[src/hdl/tcrw_pkg.sv]
// Shared types, constants and time helpers for the touch controller recovery watchdog.
// No dependencies; the design files use it by scoped names and the bench imports it.
package tcrw_pkg;

  localparam int TIME_BITS       = 32;
  localparam int STAT_BITS       = 32;
  localparam int RUNG_STEPS      = 4;
  localparam int FIRST_HARD_STEP = 2;
  localparam int RUNG_BITS       = (RUNG_STEPS > 1) ? $clog2(RUNG_STEPS) : 1;
  localparam int CFG_COUNT       = 8;
  localparam int CFG_IDX_BITS    = 3;
  localparam int CFG_DATA_BITS   = 32;
  localparam int SUSPECT_MAX     = 15;

  localparam logic [TIME_BITS-1:0] PROBE_DEADLINE_RESET = TIME_BITS'(3000);

  typedef enum logic [2:0] {
    M_HEALTHY  = 3'd0,
    M_SUSPECT  = 3'd1,
    M_WAKEBOOT = 3'd2,
    M_SOFTBOOT = 3'd3,
    M_RSTLOW   = 3'd4,
    M_RSTHIGH  = 3'd5,
    M_HARDBOOT = 3'd6,
    M_BACKOFF  = 3'd7
  } mode_e;

  typedef enum logic [CFG_IDX_BITS-1:0] {
    CFG_PROBE_INTERVAL = 3'd0,
    CFG_AWAKE_WINDOW   = 3'd1,
    CFG_SUSPECT_LIMIT  = 3'd2,
    CFG_SUSPECT_SPACE  = 3'd3,
    CFG_BOOT_WAIT      = 3'd4,
    CFG_RESET_LOW      = 3'd5,
    CFG_RESET_SETTLE   = 3'd6,
    CFG_REBOOT_AFTER   = 3'd7
  } cfg_idx_e;

  typedef struct packed {
    logic [31:0] probe_interval_ms;
    logic [15:0] awake_span_ms;
    logic [3:0]  suspect_probe_limit;
    logic [15:0] suspect_gap_ms;
    logic [15:0] boot_hold_ms;
    logic [15:0] reset_low_ms;
    logic [15:0] reset_settle_ms;
    logic [31:0] reboot_bound_ms;
  } cfg_t;

  typedef struct packed {
    logic [TIME_BITS-1:0] now_ms;
    logic                 saw_touch;
    logic                 may_probe;
    logic                 probe_ack;
  } item_t;

  typedef struct packed {
    mode_e                mode;
    logic                 previous_touch;
    logic                 release_probe_pending;
    logic [TIME_BITS-1:0] last_touch_time;
    logic [3:0]           suspect_failures;
    logic [TIME_BITS-1:0] action_deadline;
    logic [RUNG_BITS-1:0] rung_position;
    logic [TIME_BITS-1:0] probe_deadline;
    logic [TIME_BITS-1:0] wedge_start_time;
    logic                 episode_valid;
    logic                 reboot_flag;
    logic                 reset_line_low;
    logic [STAT_BITS-1:0] wedges_total;
    logic [STAT_BITS-1:0] recoveries_total;
    logic [STAT_BITS-1:0] wakes_total;
    logic [STAT_BITS-1:0] last_outage;
    logic [STAT_BITS-1:0] longest_outage;
  } state_t;

  typedef struct packed {
    logic        probe_issued;
    logic        driver_reinit;
    logic        reset_held_low;
    logic        reboot_recommended;
    logic [2:0]  watch_state;
    logic [1:0]  ladder_rung;
    logic [31:0] last_outage_ms;
    logic [31:0] max_outage_ms;
    logic [31:0] wedge_count;
    logic [31:0] recovery_count;
    logic [31:0] wake_count;
  } result_t;

  // Backoff delay per ladder rung; rungs past the end reuse the last delay.
  function automatic logic [TIME_BITS-1:0] rung_delay(logic [RUNG_BITS-1:0] rung);
    logic [TIME_BITS-1:0] dly;
    if (int'(rung) == 0) begin
      dly = TIME_BITS'(5000);
    end else if (int'(rung) == 1) begin
      dly = TIME_BITS'(15000);
    end else if (int'(rung) == 2) begin
      dly = TIME_BITS'(40000);
    end else begin
      dly = TIME_BITS'(120000);
    end
    return dly;
  endfunction

  // A deadline is reached once now is at it or past it by less than half the time range.
  function automatic logic reached(logic [TIME_BITS-1:0] now, logic [TIME_BITS-1:0] dl);
    logic [TIME_BITS-1:0] diff;
    diff = now - dl;
    return ~diff[TIME_BITS-1];
  endfunction

endpackage

[src/hdl/tcrw_if.sv]
// Valid/ready channel interfaces for poll items and result items.
// Depends on tcrw_pkg for the time width.
interface tcrw_poll_if;
  logic                           valid;
  logic                           ready;
  logic [tcrw_pkg::TIME_BITS-1:0] now_ms;
  logic                           saw_touch;
  logic                           may_probe;
  logic                           probe_ack;

  modport source (output valid, now_ms, saw_touch, may_probe, probe_ack, input ready);
  modport sink   (input valid, now_ms, saw_touch, may_probe, probe_ack, output ready);
endinterface

interface tcrw_result_if;
  logic        valid;
  logic        ready;
  logic        probe_issued;
  logic        driver_reinit;
  logic        reset_held_low;
  logic        reboot_recommended;
  logic [2:0]  watch_state;
  logic [1:0]  ladder_rung;
  logic [31:0] last_outage_ms;
  logic [31:0] max_outage_ms;
  logic [31:0] wedge_count;
  logic [31:0] recovery_count;
  logic [31:0] wake_count;

  modport source (output valid, probe_issued, driver_reinit, reset_held_low,
                  reboot_recommended, watch_state, ladder_rung, last_outage_ms,
                  max_outage_ms, wedge_count, recovery_count, wake_count,
                  input ready);
  modport sink   (input valid, probe_issued, driver_reinit, reset_held_low,
                  reboot_recommended, watch_state, ladder_rung, last_outage_ms,
                  max_outage_ms, wedge_count, recovery_count, wake_count,
                  output ready);
endinterface

[src/hdl/tcrw_cfg.sv]
// Configuration register bank of the watchdog, written through a plain write port.
// Depends on tcrw_pkg for the register index codes and the cfg_t struct.
module tcrw_cfg (
  input  logic                                clk_i,
  input  logic                                rst_ni,
  input  logic                                cfg_we_i,
  input  logic [tcrw_pkg::CFG_IDX_BITS-1:0]   cfg_idx_i,
  input  logic [tcrw_pkg::CFG_DATA_BITS-1:0]  cfg_wdata_i,
  output tcrw_pkg::cfg_t                      cfg_o
);

  tcrw_pkg::cfg_t cfg_q, cfg_d;

  always_comb begin
    cfg_d = cfg_q;
    if (cfg_we_i) begin
      case (cfg_idx_i)
        tcrw_pkg::CFG_PROBE_INTERVAL: cfg_d.probe_interval_ms   = cfg_wdata_i[31:0];
        tcrw_pkg::CFG_AWAKE_WINDOW:   cfg_d.awake_span_ms       = cfg_wdata_i[15:0];
        tcrw_pkg::CFG_SUSPECT_LIMIT:  cfg_d.suspect_probe_limit = cfg_wdata_i[3:0];
        tcrw_pkg::CFG_SUSPECT_SPACE:  cfg_d.suspect_gap_ms      = cfg_wdata_i[15:0];
        tcrw_pkg::CFG_BOOT_WAIT:      cfg_d.boot_hold_ms        = cfg_wdata_i[15:0];
        tcrw_pkg::CFG_RESET_LOW:      cfg_d.reset_low_ms        = cfg_wdata_i[15:0];
        tcrw_pkg::CFG_RESET_SETTLE:   cfg_d.reset_settle_ms     = cfg_wdata_i[15:0];
        tcrw_pkg::CFG_REBOOT_AFTER:   cfg_d.reboot_bound_ms     = cfg_wdata_i[31:0];
        default: ;
      endcase
    end
  end

  always_ff @(posedge clk_i or negedge rst_ni) begin
    if (!rst_ni) begin
      cfg_q.probe_interval_ms   <= 32'd10000;
      cfg_q.awake_span_ms       <= 16'd1200;
      cfg_q.suspect_probe_limit <= 4'd3;
      cfg_q.suspect_gap_ms      <= 16'd150;
      cfg_q.boot_hold_ms        <= 16'd450;
      cfg_q.reset_low_ms        <= 16'd250;
      cfg_q.reset_settle_ms     <= 16'd650;
      cfg_q.reboot_bound_ms     <= 32'd90000;
    end else begin
      cfg_q <= cfg_d;
    end
  end

  assign cfg_o = cfg_q;

endmodule

[src/hdl/tcrw_step.sv]
// Combinational step of the watchdog: next state and result for one poll item.
// Depends on tcrw_pkg for the state, item, result and configuration types.
module tcrw_step (
  input  tcrw_pkg::cfg_t    cfg_i,
  input  tcrw_pkg::state_t  st_i,
  input  tcrw_pkg::item_t   item_i,
  output tcrw_pkg::state_t  st_o,
  output tcrw_pkg::result_t res_o
);

  localparam int TW = tcrw_pkg::TIME_BITS;
  localparam logic [tcrw_pkg::RUNG_BITS-1:0] RungLast =
    tcrw_pkg::RUNG_BITS'(tcrw_pkg::RUNG_STEPS - 1);

  tcrw_pkg::state_t s;
  logic             rel_edge;
  logic             probed;
  logic             reinit;
  logic             due;
  logic [TW-1:0]    now;
  logic [TW-1:0]    outage;
  logic [TW-1:0]    since_wedge;
  logic [TW-1:0]    since_touch;

  always_comb begin
    s      = st_i;
    now    = item_i.now_ms;
    probed = 1'b0;
    reinit = 1'b0;

    // A touch read refreshes the awake time and cancels a suspicion at once.
    if (item_i.saw_touch) begin
      s.last_touch_time = now;
      if (s.mode == tcrw_pkg::M_SUSPECT) begin
        s.mode             = tcrw_pkg::M_HEALTHY;
        s.suspect_failures = 4'd0;
      end
    end
    rel_edge         = st_i.previous_touch & ~item_i.saw_touch;
    s.previous_touch = item_i.saw_touch;

    since_wedge = now - s.wedge_start_time;
    if (s.episode_valid && !s.reboot_flag && (since_wedge > cfg_i.reboot_bound_ms)) begin
      s.reboot_flag = 1'b1;
    end

    since_touch = now - s.last_touch_time;
    outage      = since_wedge;
    due         = item_i.may_probe & tcrw_pkg::reached(now, s.action_deadline);

    case (s.mode)
      tcrw_pkg::M_HEALTHY: begin
        if (rel_edge) begin
          s.release_probe_pending = 1'b1;
        end
        if (s.release_probe_pending && item_i.may_probe) begin
          s.release_probe_pending = 1'b0;
          if (since_touch <= TW'(cfg_i.awake_span_ms)) begin
            probed = 1'b1;
            if (!item_i.probe_ack) begin
              s.suspect_failures = 4'd1;
              s.action_deadline  = now + TW'(cfg_i.suspect_gap_ms);
              s.mode             = tcrw_pkg::M_SUSPECT;
            end
          end
        end else if ((cfg_i.probe_interval_ms != '0) && item_i.may_probe &&
                     tcrw_pkg::reached(now, s.probe_deadline)) begin
          s.probe_deadline = now + cfg_i.probe_interval_ms;
          probed           = 1'b1;
          if (!item_i.probe_ack) begin
            reinit            = 1'b1;
            s.mode            = tcrw_pkg::M_WAKEBOOT;
            s.action_deadline = now + TW'(cfg_i.boot_hold_ms);
          end
        end
      end
      tcrw_pkg::M_SUSPECT: begin
        if (due) begin
          probed = 1'b1;
          if (item_i.probe_ack) begin
            s.suspect_failures = 4'd0;
            s.mode             = tcrw_pkg::M_HEALTHY;
          end else begin
            if (s.suspect_failures != 4'(tcrw_pkg::SUSPECT_MAX)) begin
              s.suspect_failures = s.suspect_failures + 4'd1;
            end
            if (s.suspect_failures >= cfg_i.suspect_probe_limit) begin
              s.wedges_total     = s.wedges_total + tcrw_pkg::STAT_BITS'(1);
              s.wedge_start_time = now;
              s.episode_valid    = 1'b1;
              s.rung_position    = '0;
              s.mode             = tcrw_pkg::M_BACKOFF;
              s.action_deadline  = now + tcrw_pkg::rung_delay('0);
            end else begin
              s.action_deadline = now + TW'(cfg_i.suspect_gap_ms);
            end
          end
        end
      end
      tcrw_pkg::M_WAKEBOOT: begin
        if (due) begin
          probed = 1'b1;
          if (item_i.probe_ack) begin
            s.wakes_total = s.wakes_total + tcrw_pkg::STAT_BITS'(1);
            s.mode        = tcrw_pkg::M_HEALTHY;
          end else begin
            s.wedges_total     = s.wedges_total + tcrw_pkg::STAT_BITS'(1);
            s.wedge_start_time = now;
            s.episode_valid    = 1'b1;
            s.rung_position    = '0;
            s.mode             = tcrw_pkg::M_BACKOFF;
            s.action_deadline  = now + tcrw_pkg::rung_delay('0);
          end
        end
      end
      tcrw_pkg::M_SOFTBOOT, tcrw_pkg::M_HARDBOOT: begin
        if (due) begin
          probed = 1'b1;
          if (item_i.probe_ack) begin
            s.recoveries_total = s.recoveries_total + tcrw_pkg::STAT_BITS'(1);
            s.last_outage      = outage;
            if (outage > s.longest_outage) begin
              s.longest_outage = outage;
            end
            s.episode_valid    = 1'b0;
            s.wedge_start_time = '0;
            s.reboot_flag      = 1'b0;
            s.rung_position    = '0;
            s.mode             = tcrw_pkg::M_HEALTHY;
          end else begin
            if (s.rung_position != RungLast) begin
              s.rung_position = s.rung_position + tcrw_pkg::RUNG_BITS'(1);
            end
            s.mode            = tcrw_pkg::M_BACKOFF;
            s.action_deadline = now + tcrw_pkg::rung_delay(s.rung_position);
          end
        end
      end
      tcrw_pkg::M_RSTLOW: begin
        // Releasing the reset line needs no bus.
        if (tcrw_pkg::reached(now, s.action_deadline)) begin
          s.reset_line_low  = 1'b0;
          s.mode            = tcrw_pkg::M_RSTHIGH;
          s.action_deadline = now + TW'(cfg_i.reset_settle_ms);
        end
      end
      tcrw_pkg::M_RSTHIGH: begin
        if (due) begin
          reinit            = 1'b1;
          s.mode            = tcrw_pkg::M_HARDBOOT;
          s.action_deadline = now + TW'(cfg_i.boot_hold_ms);
        end
      end
      default: begin
        if (due) begin
          if (int'(s.rung_position) >= tcrw_pkg::FIRST_HARD_STEP) begin
            s.reset_line_low  = 1'b1;
            s.mode            = tcrw_pkg::M_RSTLOW;
            s.action_deadline = now + TW'(cfg_i.reset_low_ms);
          end else begin
            reinit            = 1'b1;
            s.mode            = tcrw_pkg::M_SOFTBOOT;
            s.action_deadline = now + TW'(cfg_i.boot_hold_ms);
          end
        end
      end
    endcase
  end

  assign st_o = s;

  always_comb begin
    res_o.probe_issued       = probed;
    res_o.driver_reinit      = reinit;
    res_o.reset_held_low     = s.reset_line_low;
    res_o.reboot_recommended = s.reboot_flag;
    res_o.watch_state        = s.mode;
    res_o.ladder_rung        = 2'(s.rung_position);
    res_o.last_outage_ms     = s.last_outage[31:0];
    res_o.max_outage_ms      = s.longest_outage[31:0];
    res_o.wedge_count        = s.wedges_total[31:0];
    res_o.recovery_count     = s.recoveries_total[31:0];
    res_o.wake_count         = s.wakes_total[31:0];
  end

endmodule

[src/hdl/touch_controller_recovery_watchdog.sv]
// A poll item accepted into the input register is stepped into the result register
// once it is free, and the result is then offered on the result port.
// Throughput: one item per cycle while results are taken; the state and result
// registers are written together by each step, from a combinational next state.
// Reset (asynchronous, active low) restores the configuration to its default values,
// clears the watchdog state and counters and empties both stages at once.
module touch_controller_recovery_watchdog (
  input  logic                               clk_i,
  input  logic                               rst_ni,
  input  logic                               cfg_we_i,
  input  logic [tcrw_pkg::CFG_IDX_BITS-1:0]  cfg_idx_i,
  input  logic [tcrw_pkg::CFG_DATA_BITS-1:0] cfg_wdata_i,
  tcrw_poll_if.sink                          poll_i,
  tcrw_result_if.source                      result_o
);

  tcrw_pkg::cfg_t    cfg;
  tcrw_pkg::state_t  state_q, state_d;
  tcrw_pkg::item_t   item_q;
  tcrw_pkg::result_t res_d, res_q;
  logic              item_vld_q;
  logic              res_vld_q;
  logic              res_free;
  logic              step_fire;
  logic              poll_fire;

  tcrw_cfg u_cfg (
    .clk_i       (clk_i),
    .rst_ni      (rst_ni),
    .cfg_we_i    (cfg_we_i),
    .cfg_idx_i   (cfg_idx_i),
    .cfg_wdata_i (cfg_wdata_i),
    .cfg_o       (cfg)
  );

  tcrw_step u_step (
    .cfg_i  (cfg),
    .st_i   (state_q),
    .item_i (item_q),
    .st_o   (state_d),
    .res_o  (res_d)
  );

  assign res_free     = ~res_vld_q | result_o.ready;
  assign step_fire    = item_vld_q & res_free;
  assign poll_i.ready = ~item_vld_q | res_free;
  assign poll_fire    = poll_i.valid & poll_i.ready;

  always_ff @(posedge clk_i or negedge rst_ni) begin
    if (!rst_ni) begin
      item_vld_q <= 1'b0;
      res_vld_q  <= 1'b0;
    end else begin
      if (poll_fire) begin
        item_vld_q <= 1'b1;
      end else if (step_fire) begin
        item_vld_q <= 1'b0;
      end
      if (step_fire) begin
        res_vld_q <= 1'b1;
      end else if (result_o.ready) begin
        res_vld_q <= 1'b0;
      end
    end
  end

  always_ff @(posedge clk_i or negedge rst_ni) begin
    if (!rst_ni) begin
      state_q.mode                  <= tcrw_pkg::M_HEALTHY;
      state_q.previous_touch        <= 1'b0;
      state_q.release_probe_pending <= 1'b0;
      state_q.last_touch_time       <= '0;
      state_q.suspect_failures      <= '0;
      state_q.action_deadline       <= '0;
      state_q.rung_position         <= '0;
      state_q.probe_deadline        <= tcrw_pkg::PROBE_DEADLINE_RESET;
      state_q.wedge_start_time      <= '0;
      state_q.episode_valid         <= 1'b0;
      state_q.reboot_flag           <= 1'b0;
      state_q.reset_line_low        <= 1'b0;
      state_q.wedges_total          <= '0;
      state_q.recoveries_total      <= '0;
      state_q.wakes_total           <= '0;
      state_q.last_outage           <= '0;
      state_q.longest_outage        <= '0;
    end else if (step_fire) begin
      state_q <= state_d;
    end
  end

  always_ff @(posedge clk_i) begin
    if (poll_fire) begin
      item_q.now_ms    <= poll_i.now_ms;
      item_q.saw_touch <= poll_i.saw_touch;
      item_q.may_probe <= poll_i.may_probe;
      item_q.probe_ack <= poll_i.probe_ack;
    end
    if (step_fire) begin
      res_q <= res_d;
    end
  end

  assign result_o.valid              = res_vld_q;
  assign result_o.probe_issued       = res_q.probe_issued;
  assign result_o.driver_reinit      = res_q.driver_reinit;
  assign result_o.reset_held_low     = res_q.reset_held_low;
  assign result_o.reboot_recommended = res_q.reboot_recommended;
  assign result_o.watch_state        = res_q.watch_state;
  assign result_o.ladder_rung        = res_q.ladder_rung;
  assign result_o.last_outage_ms     = res_q.last_outage_ms;
  assign result_o.max_outage_ms      = res_q.max_outage_ms;
  assign result_o.wedge_count        = res_q.wedge_count;
  assign result_o.recovery_count     = res_q.recovery_count;
  assign result_o.wake_count         = res_q.wake_count;

endmodule

[src/flat_wrapper.sv]
// flat-port wrapper written by rule: the top's interface ports become plain ports
module touch_controller_recovery_watchdog_flat 
  (clk_i, rst_ni, cfg_we_i, cfg_idx_i, cfg_wdata_i, poll_i_valid, poll_i_now_ms, poll_i_saw_touch, poll_i_may_probe, poll_i_probe_ack, poll_i_ready, result_o_valid, result_o_probe_issued, result_o_driver_reinit, result_o_reset_held_low, result_o_reboot_recommended, result_o_watch_state, result_o_ladder_rung, result_o_last_outage_ms, result_o_max_outage_ms, result_o_wedge_count, result_o_recovery_count, result_o_wake_count, result_o_ready);
  tcrw_poll_if poll_i_i ();
  tcrw_result_if result_o_i ();
  input  logic clk_i;
  input  logic rst_ni;
  input  logic cfg_we_i;
  input  logic [tcrw_pkg::CFG_IDX_BITS-1:0] cfg_idx_i;
  input  logic [tcrw_pkg::CFG_DATA_BITS-1:0] cfg_wdata_i;
  input wire logic [$bits(poll_i_i.valid)-1:0] poll_i_valid;
  input wire logic [$bits(poll_i_i.now_ms)-1:0] poll_i_now_ms;
  input wire logic [$bits(poll_i_i.saw_touch)-1:0] poll_i_saw_touch;
  input wire logic [$bits(poll_i_i.may_probe)-1:0] poll_i_may_probe;
  input wire logic [$bits(poll_i_i.probe_ack)-1:0] poll_i_probe_ack;
  output wire logic [$bits(poll_i_i.ready)-1:0] poll_i_ready;
  output wire logic [$bits(result_o_i.valid)-1:0] result_o_valid;
  output wire logic [$bits(result_o_i.probe_issued)-1:0] result_o_probe_issued;
  output wire logic [$bits(result_o_i.driver_reinit)-1:0] result_o_driver_reinit;
  output wire logic [$bits(result_o_i.reset_held_low)-1:0] result_o_reset_held_low;
  output wire logic [$bits(result_o_i.reboot_recommended)-1:0] result_o_reboot_recommended;
  output wire logic [$bits(result_o_i.watch_state)-1:0] result_o_watch_state;
  output wire logic [$bits(result_o_i.ladder_rung)-1:0] result_o_ladder_rung;
  output wire logic [$bits(result_o_i.last_outage_ms)-1:0] result_o_last_outage_ms;
  output wire logic [$bits(result_o_i.max_outage_ms)-1:0] result_o_max_outage_ms;
  output wire logic [$bits(result_o_i.wedge_count)-1:0] result_o_wedge_count;
  output wire logic [$bits(result_o_i.recovery_count)-1:0] result_o_recovery_count;
  output wire logic [$bits(result_o_i.wake_count)-1:0] result_o_wake_count;
  input wire logic [$bits(result_o_i.ready)-1:0] result_o_ready;
  assign poll_i_i.valid = poll_i_valid;
  assign poll_i_i.now_ms = poll_i_now_ms;
  assign poll_i_i.saw_touch = poll_i_saw_touch;
  assign poll_i_i.may_probe = poll_i_may_probe;
  assign poll_i_i.probe_ack = poll_i_probe_ack;
  assign poll_i_ready = poll_i_i.ready;
  assign result_o_valid = result_o_i.valid;
  assign result_o_probe_issued = result_o_i.probe_issued;
  assign result_o_driver_reinit = result_o_i.driver_reinit;
  assign result_o_reset_held_low = result_o_i.reset_held_low;
  assign result_o_reboot_recommended = result_o_i.reboot_recommended;
  assign result_o_watch_state = result_o_i.watch_state;
  assign result_o_ladder_rung = result_o_i.ladder_rung;
  assign result_o_last_outage_ms = result_o_i.last_outage_ms;
  assign result_o_max_outage_ms = result_o_i.max_outage_ms;
  assign result_o_wedge_count = result_o_i.wedge_count;
  assign result_o_recovery_count = result_o_i.recovery_count;
  assign result_o_wake_count = result_o_i.wake_count;
  assign result_o_i.ready = result_o_ready;
  touch_controller_recovery_watchdog u_core (.clk_i(clk_i), .rst_ni(rst_ni), .cfg_we_i(cfg_we_i), .cfg_idx_i(cfg_idx_i), .cfg_wdata_i(cfg_wdata_i), .poll_i(poll_i_i), .result_o(result_o_i));
endmodule
[config.mk]
export PLATFORM = sky130hd
export DESIGN_NAME = touch_controller_recovery_watchdog_flat
export DESIGN_NICKNAME = d
export VERILOG_FILES = /design/src/hdl/tcrw_pkg.sv /design/src/hdl/tcrw_if.sv /design/src/hdl/tcrw_cfg.sv /design/src/hdl/tcrw_step.sv /design/src/hdl/touch_controller_recovery_watchdog.sv /design/src/flat_wrapper.sv
export SDC_FILE = /design/constraint.sdc
export NUM_CORES = 2
export LEC_CHECK = 0
export BUFFER_PORTS_ARGS = -buffer_cell sky130_fd_sc_hd__buf_2
export CORE_MARGIN = 8
export CORE_UTILIZATION = 60
export CTS_CLUSTER_DIAMETER = 30
export DETAILED_ROUTE_END_ITERATION = 12
export GPL_TIMING_DRIVEN = 0
export PLACE_DENSITY = 0.78
export SLEW_MARGIN = 20
export SYNTH_ARGS = -nofsm -noshare
export SYNTH_HDL_FRONTEND = slang
export SYNTH_HIERARCHICAL = 1
export SYNTH_SLANG_ARGS = --single-unit
[constraint.sdc]
create_clock -name clk_i -period 7.4 [get_ports clk_i]
set_clock_uncertainty 0.2 [all_clocks]
set_input_delay 0.37 -clock clk_i [delete_from_list [all_inputs] [get_ports clk_i]]
set_output_delay 0.37 -clock clk_i [all_outputs]
set_load 0.05 [all_outputs]
* After elaboration in Yosys (flattened, before gate mapping)
Index checks and enable logic that the tools add are counted.
Cells by class: reduce and logical (&&, ||, !) cells 31, eq/ne operators 31, $lt $le $gt $ge 5, bitwise gates (word level) 12, add/subtract/negate cells 16, mux-type cells 104
Operators by type and width (number):
- $mux 32 | 26
- $mux 34 | 6
- $mux 64 | 3
- $pmux 32 s6 | 1
- $mux 33 | 5
- $add 32x16->32 | 4
- $sub 32x32->32 | 4
- $mux 36 | 3
- $pmux 33 s3 | 1
- $add 32x1->32 const B | 3
- $add 32x32->32 | 2
- $gt 32x32->1 | 2
- $pmux 32 s2 | 1
- $mux 3 | 16
- $mux 38 | 1
- $add 32x13->32 const B | 1
- $le 32x16->1 | 1
- $reduce_bool 32->1 | 1
- $mux 4 | 7
- $ne 2x2->1 const B | 11
- $eq 3x3->1 const B | 7
- $mux 1 | 21
- $reduce_and 2->1 | 9
- $mux 17 | 1
- 33 further kinds | 62
Storage, ports and cells: logic and storage cells 241, input port bits 75, flip-flop bits (word level) 656, output and inout bits 171

* Longest topological paths before layout
word-level depth 17, gate-level depth with buffers 30, depth with buffers taken out 28

* Cells and area by module
The synthesis kept the hierarchy.
By module, submodules not included:
- tcrw_step | cells an instance 3357, times used 1, area each 22057.4 µm², sequential area each 0.0 µm²
- touch_controller_recovery_watchdog | cells an instance 850, times used 1, area each 18640.4 µm², sequential area each 13741.9 µm²
- tcrw_cfg | cells an instance 321, times used 1, area each 5708.0 µm², sequential area each 3751.1 µm²

* Worst setup path before layout
Ideal clock, no wire load.
path kind register -> register, start register u_core/item_q[2] in the netlist's numbering, end register u_core/state_q[244] in the netlist's numbering, data required time 7.075 ns, library setup time 0.125 ns, stages on the path, launching flop included 25, path slack 1.317 ns, arrival time 5.758 ns, period minus slack after synthesis 6.083 ns, buffers on the path 3, cell sequence edfxtp_1 -> buf_1 -> clkbuf_1 -> mux2i_1 -> inv_1 -> fa_1 -> nand2b_1 -> a21oi_1 -> o31a_1 -> o21a_1 -> nor2_1 -> xnor2_1 -> ha_1 -> nand4_1 -> or4_1 -> a221oi_1 -> nand4_1 -> a211oi_1 -> nand4bb_4 -> nor3_4 -> nand2_1 -> buf_2 -> o221ai_1 -> nand3_1 -> mux2_4
RTL lines:
- start, declared | line touch_controller_recovery_watchdog.sv:19 | tcrw_pkg::item_t item_q;
- end signal, assigned | line touch_controller_recovery_watchdog.sv:87 | state_q <= state_d;
- end, declared | line touch_controller_recovery_watchdog.sv:18 | tcrw_pkg::state_t state_q, state_d;

==> metrics <==
die height=294.1 um; GRT Total Usage=37.13%; worst endpoint required time=7790 ps; Post-Route WL=165900 um; Slew Limit Headroom=12.12%; CTS H-tree lvls=4; largest net degree at the start of global routing=107; Cell variety after synth=95; Syn Inst Count=4528; Place WS=-1821 ps; Setup crit end kind=flip-flop; minimum clock period=7216 ps; num rows=102; Worst-path clk slew=50 ps; worst min path class=primary input to flip-flop; Core ar.=76960 um2; CTS tree=done; Avg Inst Size Synth=10.25 um2; most frequent CP cell=nand4_1; Max Slew Vio Count=0; share of cells above drive strength 1=26.72%; post-placement cell count=5820; top post-synthesis cells by count=407 x dfrtp_1, 394 x nand2_1, 319 x ha_1, 270 x mux2_4; MaxCap Viol Count=0; setup ws final=183.7 ps; outcome=finished, final reports clean; CP max stage cell=or4_1; # setup viols final=0; final std cells w/o fill=6235; P&R area growth vs syn=21.02%; number of hold violations in the final report=0; synthesized area=46410 um2; P_leak=25.32 nW; die width=294.1 um; FFs w/ async S/R, synth=68.90%; Yosys reg bits=656; DRT iter0 DRCs=4484; crit path launch=u_core/item_q[2]; ranking of synthesized cells by area=dfrtp_1 22%, edfxtp_1 13%, mux2_4 8.7%, ha_1 8.6%, mux2_2 5.5%; clock latency on the worst-skew pair=750 ps; critical-path cell list=buf_6 -> clkbuf_4 -> mux2i_1 -> inv_1 -> fa_1 -> nand2b_1 -> a21oi_1 -> o31a_1 -> o21ai_1 -> xnor2_1 -> ha_1 -> nand4_1 -> or4_1 -> a221oi_1 -> nand4_1 -> a211oi_2 -> nand4bb_4 -> nor3_4 -> nand2_1 -> buf_2 -> o221ai_1 -> nand3_1 -> mux2_4; Worst path max stage delay=660 ps; Top FF cell, synth=dfrtp_1; Overflow after GRT=0; startpoint types=flip-flop; vias=39680; fin nets=5453; post-route ant nets=0; maximum clock path buffer count=3; Die ar.=86500 um2; # fillers=5329; TritonRoute pass-1 iters=8; number of synthesized flops with an enable pin=204; f_max=138.6 MHz; first-pass GRT wire length=244700 um; Critical Path AT=7600 ps; Worst Max-Slew Pin Slew=1282 ps; initial antenna violation count=6; num ports=246; reg-to-reg startpoint=u_core/item_q[2]; CP Max Fanout=10; wire per inst=26.61 um; Placer Congestion=1.085; DR vias/cell=6.364; IO buf count=241; clock tree root buffer cell=clkbuf_16; Pwr per Cell Area=412.0 nW/um2; hold_sp=poll_i_now_ms[26]; CP Class=flip-flop to flip-flop; vias in the first global route=39560; Residual DRC=0; HPWL after DPL=115300 um; total clock buffers created by CTS=160; sequential fraction of the synthesis area=37.70%; top-count cell post-synth=dfrtp_1; cell taking the most area after synthesis=dfrtp_1; synth warn=6; CTS Sinks=656; Net Count, Synth=4930; Initial Util=60.30%; final period utilization=97.52%; Yosys top cell area share=21.95%; Max VDD drop=0.3023 mV
[critical path, delay by kind of cell, from the launching register on]
family	cells	cell delay, ps
adders and majority gates	2	800
xor gates and xnor gates	1	220
AOI/OAI and AO/OA	6	1840
and+or+nand+nor	8	2060
muxes	2	550
DFF	1	360
buffers and inverters	4	1020
[metal layers]
layer	up-vias	wire length [um]	global-route usage (%)
met3	638	17180	8.725
met1	19250	64730	47.44
met4	4	10580	20.84
met5	-	27	0
li1	17330	-	-
met2	2452	73370	57.89
[state kept, by name, summed over array words and instances (netlist names), 2 cells and up]
register and count:
u_core/result_o.recovery_count 32, u_core/result_o.wake_count 32, u_core/u_cfg/cfg_o 148, u_core/item_q 35
u_core/result_o.ladder_rung 2, u_core/result_o.watch_state 3, u_core/result_o.max_outage_ms 32, u_core/result_o.wedge_count 32
u_core/state_q 302, u_core/result_o.last_outage_ms 32
[cells in the final DEF (no fill, tap or decap), drive strengths merged, types with 27 or more instances in the layout]
master	netlist	final
a211oi	46	46
a21o	74	74
a21oi	263	263
a221oi	27	27
a31oi	35	35
and3	38	38
buf	237	521
bufinv	0	27
clkbuf	104	304
clkinv	1	44
dfrtp	407	407
dfstp	45	45
dlygate4sd3	0	77
edfxtp	204	204
ha	319	319
inv	262	280
mux2	500	500
mux2i	51	51
nand2	395	395
nand2b	42	42
nand3	110	110
nand4	62	62
nor2	250	250
nor2b	44	44
nor3	55	55
o211ai	39	39
o21a	32	32
o21ai	240	240
o22ai	32	32
xnor2	227	227
xor2	89	89
[area by class of cell]
cell class | count | area (um2) | share of cell area [%]
Multi-Input combinational cell | 3268 | 25640 | 45.65
Buffer | 341 | 2380 | 4.238
Clock inverter | 101 | 1480 | 2.636
Tap cell | 1040 | 1301 | 2.317
Clock buffer | 200 | 4394 | 7.825
Timing Repair Buffer | 361 | 2472 | 4.402
Antenna cell | 5 | 12.51 | 0.02228
Inverter | 263 | 987.2 | 1.758
Sequential cell | 656 | 17490 | 31.15
[logic make-up (layout without fill, tap and decap cells)]
family                     count (synthesis)  in the layout  synth area share [%]
and+or+nand+nor                         1111           1111                 11.51
AOI/OAI and AO/OA                        962            962                 13.25
DFF                                      656            656                 37.70
buffers and inverters                    604           1266                 7.207
muxes                                    551            551                 15.42
adders and majority gates                327            327                 8.946
xor gates and xnor gates                 316            316                 5.964
other                                      1              6              0.008081
[report_power, final]
part           switching, mW  internal, mW  total [mW]
Combinational           6.17          4.02        10.2
Clock                   2.39          5.19        7.58
Sequential             0.668          4.70        5.37
Total                   9.23          13.9        23.1
[timing repair]
action,CTS,global route
endpoints found under the hold margin,355,0
hold buffers,78,0
resized for setup,14,4
pin swaps,3,0
setup endpoints to repair,88,89
buffers inserted,9,22
cloned,0,0
[path summary, 6_finish.rpt]
| check | to | slack (ps) | cells past startpoint |
|---|---|---|---|
| max in group asynchronous | u_core/u_cfg/cfg_o[39] | 5020 | 6 |
| setup / recovery | u_core/state_q[244] | 180 | 23 |
| hold / removal | u_core/item_q[29] | 130 | 2 |
| setup reg to reg | u_core/state_q[244] | 180 | 23 |
| min in group asynchronous | u_core/state_q[145] | 540 | 4 |
| hold reg to reg | u_core/u_cfg/cfg_o[3] | 300 | 1 |
[stage by stage]
| stage | total power, mW | utilization (%) | setup TNS [ps] | area (um2) | hold WS (ps) |
|---|---|---|---|---|---|
| finish | 23.14 | 72.98 | 0 | 56160 | 127.2 |
| global route | 24.08 | 72.97 | -7.955 | 56150 | 122.4 |
| floorplan | 12.11 | - | 0 | 46410 | -125.6 |
| CTS | 22.74 | 72.68 | 0 | 55930 | 112.0 |
| detailed placement | 14.91 | 63.89 | -51080 | 49170 | 46.32 |
| global placement | 14.65 | 63.56 | -1685430 | 48910 | 280.3 |
Note: power is estimated with default switching activity, not from simulation.
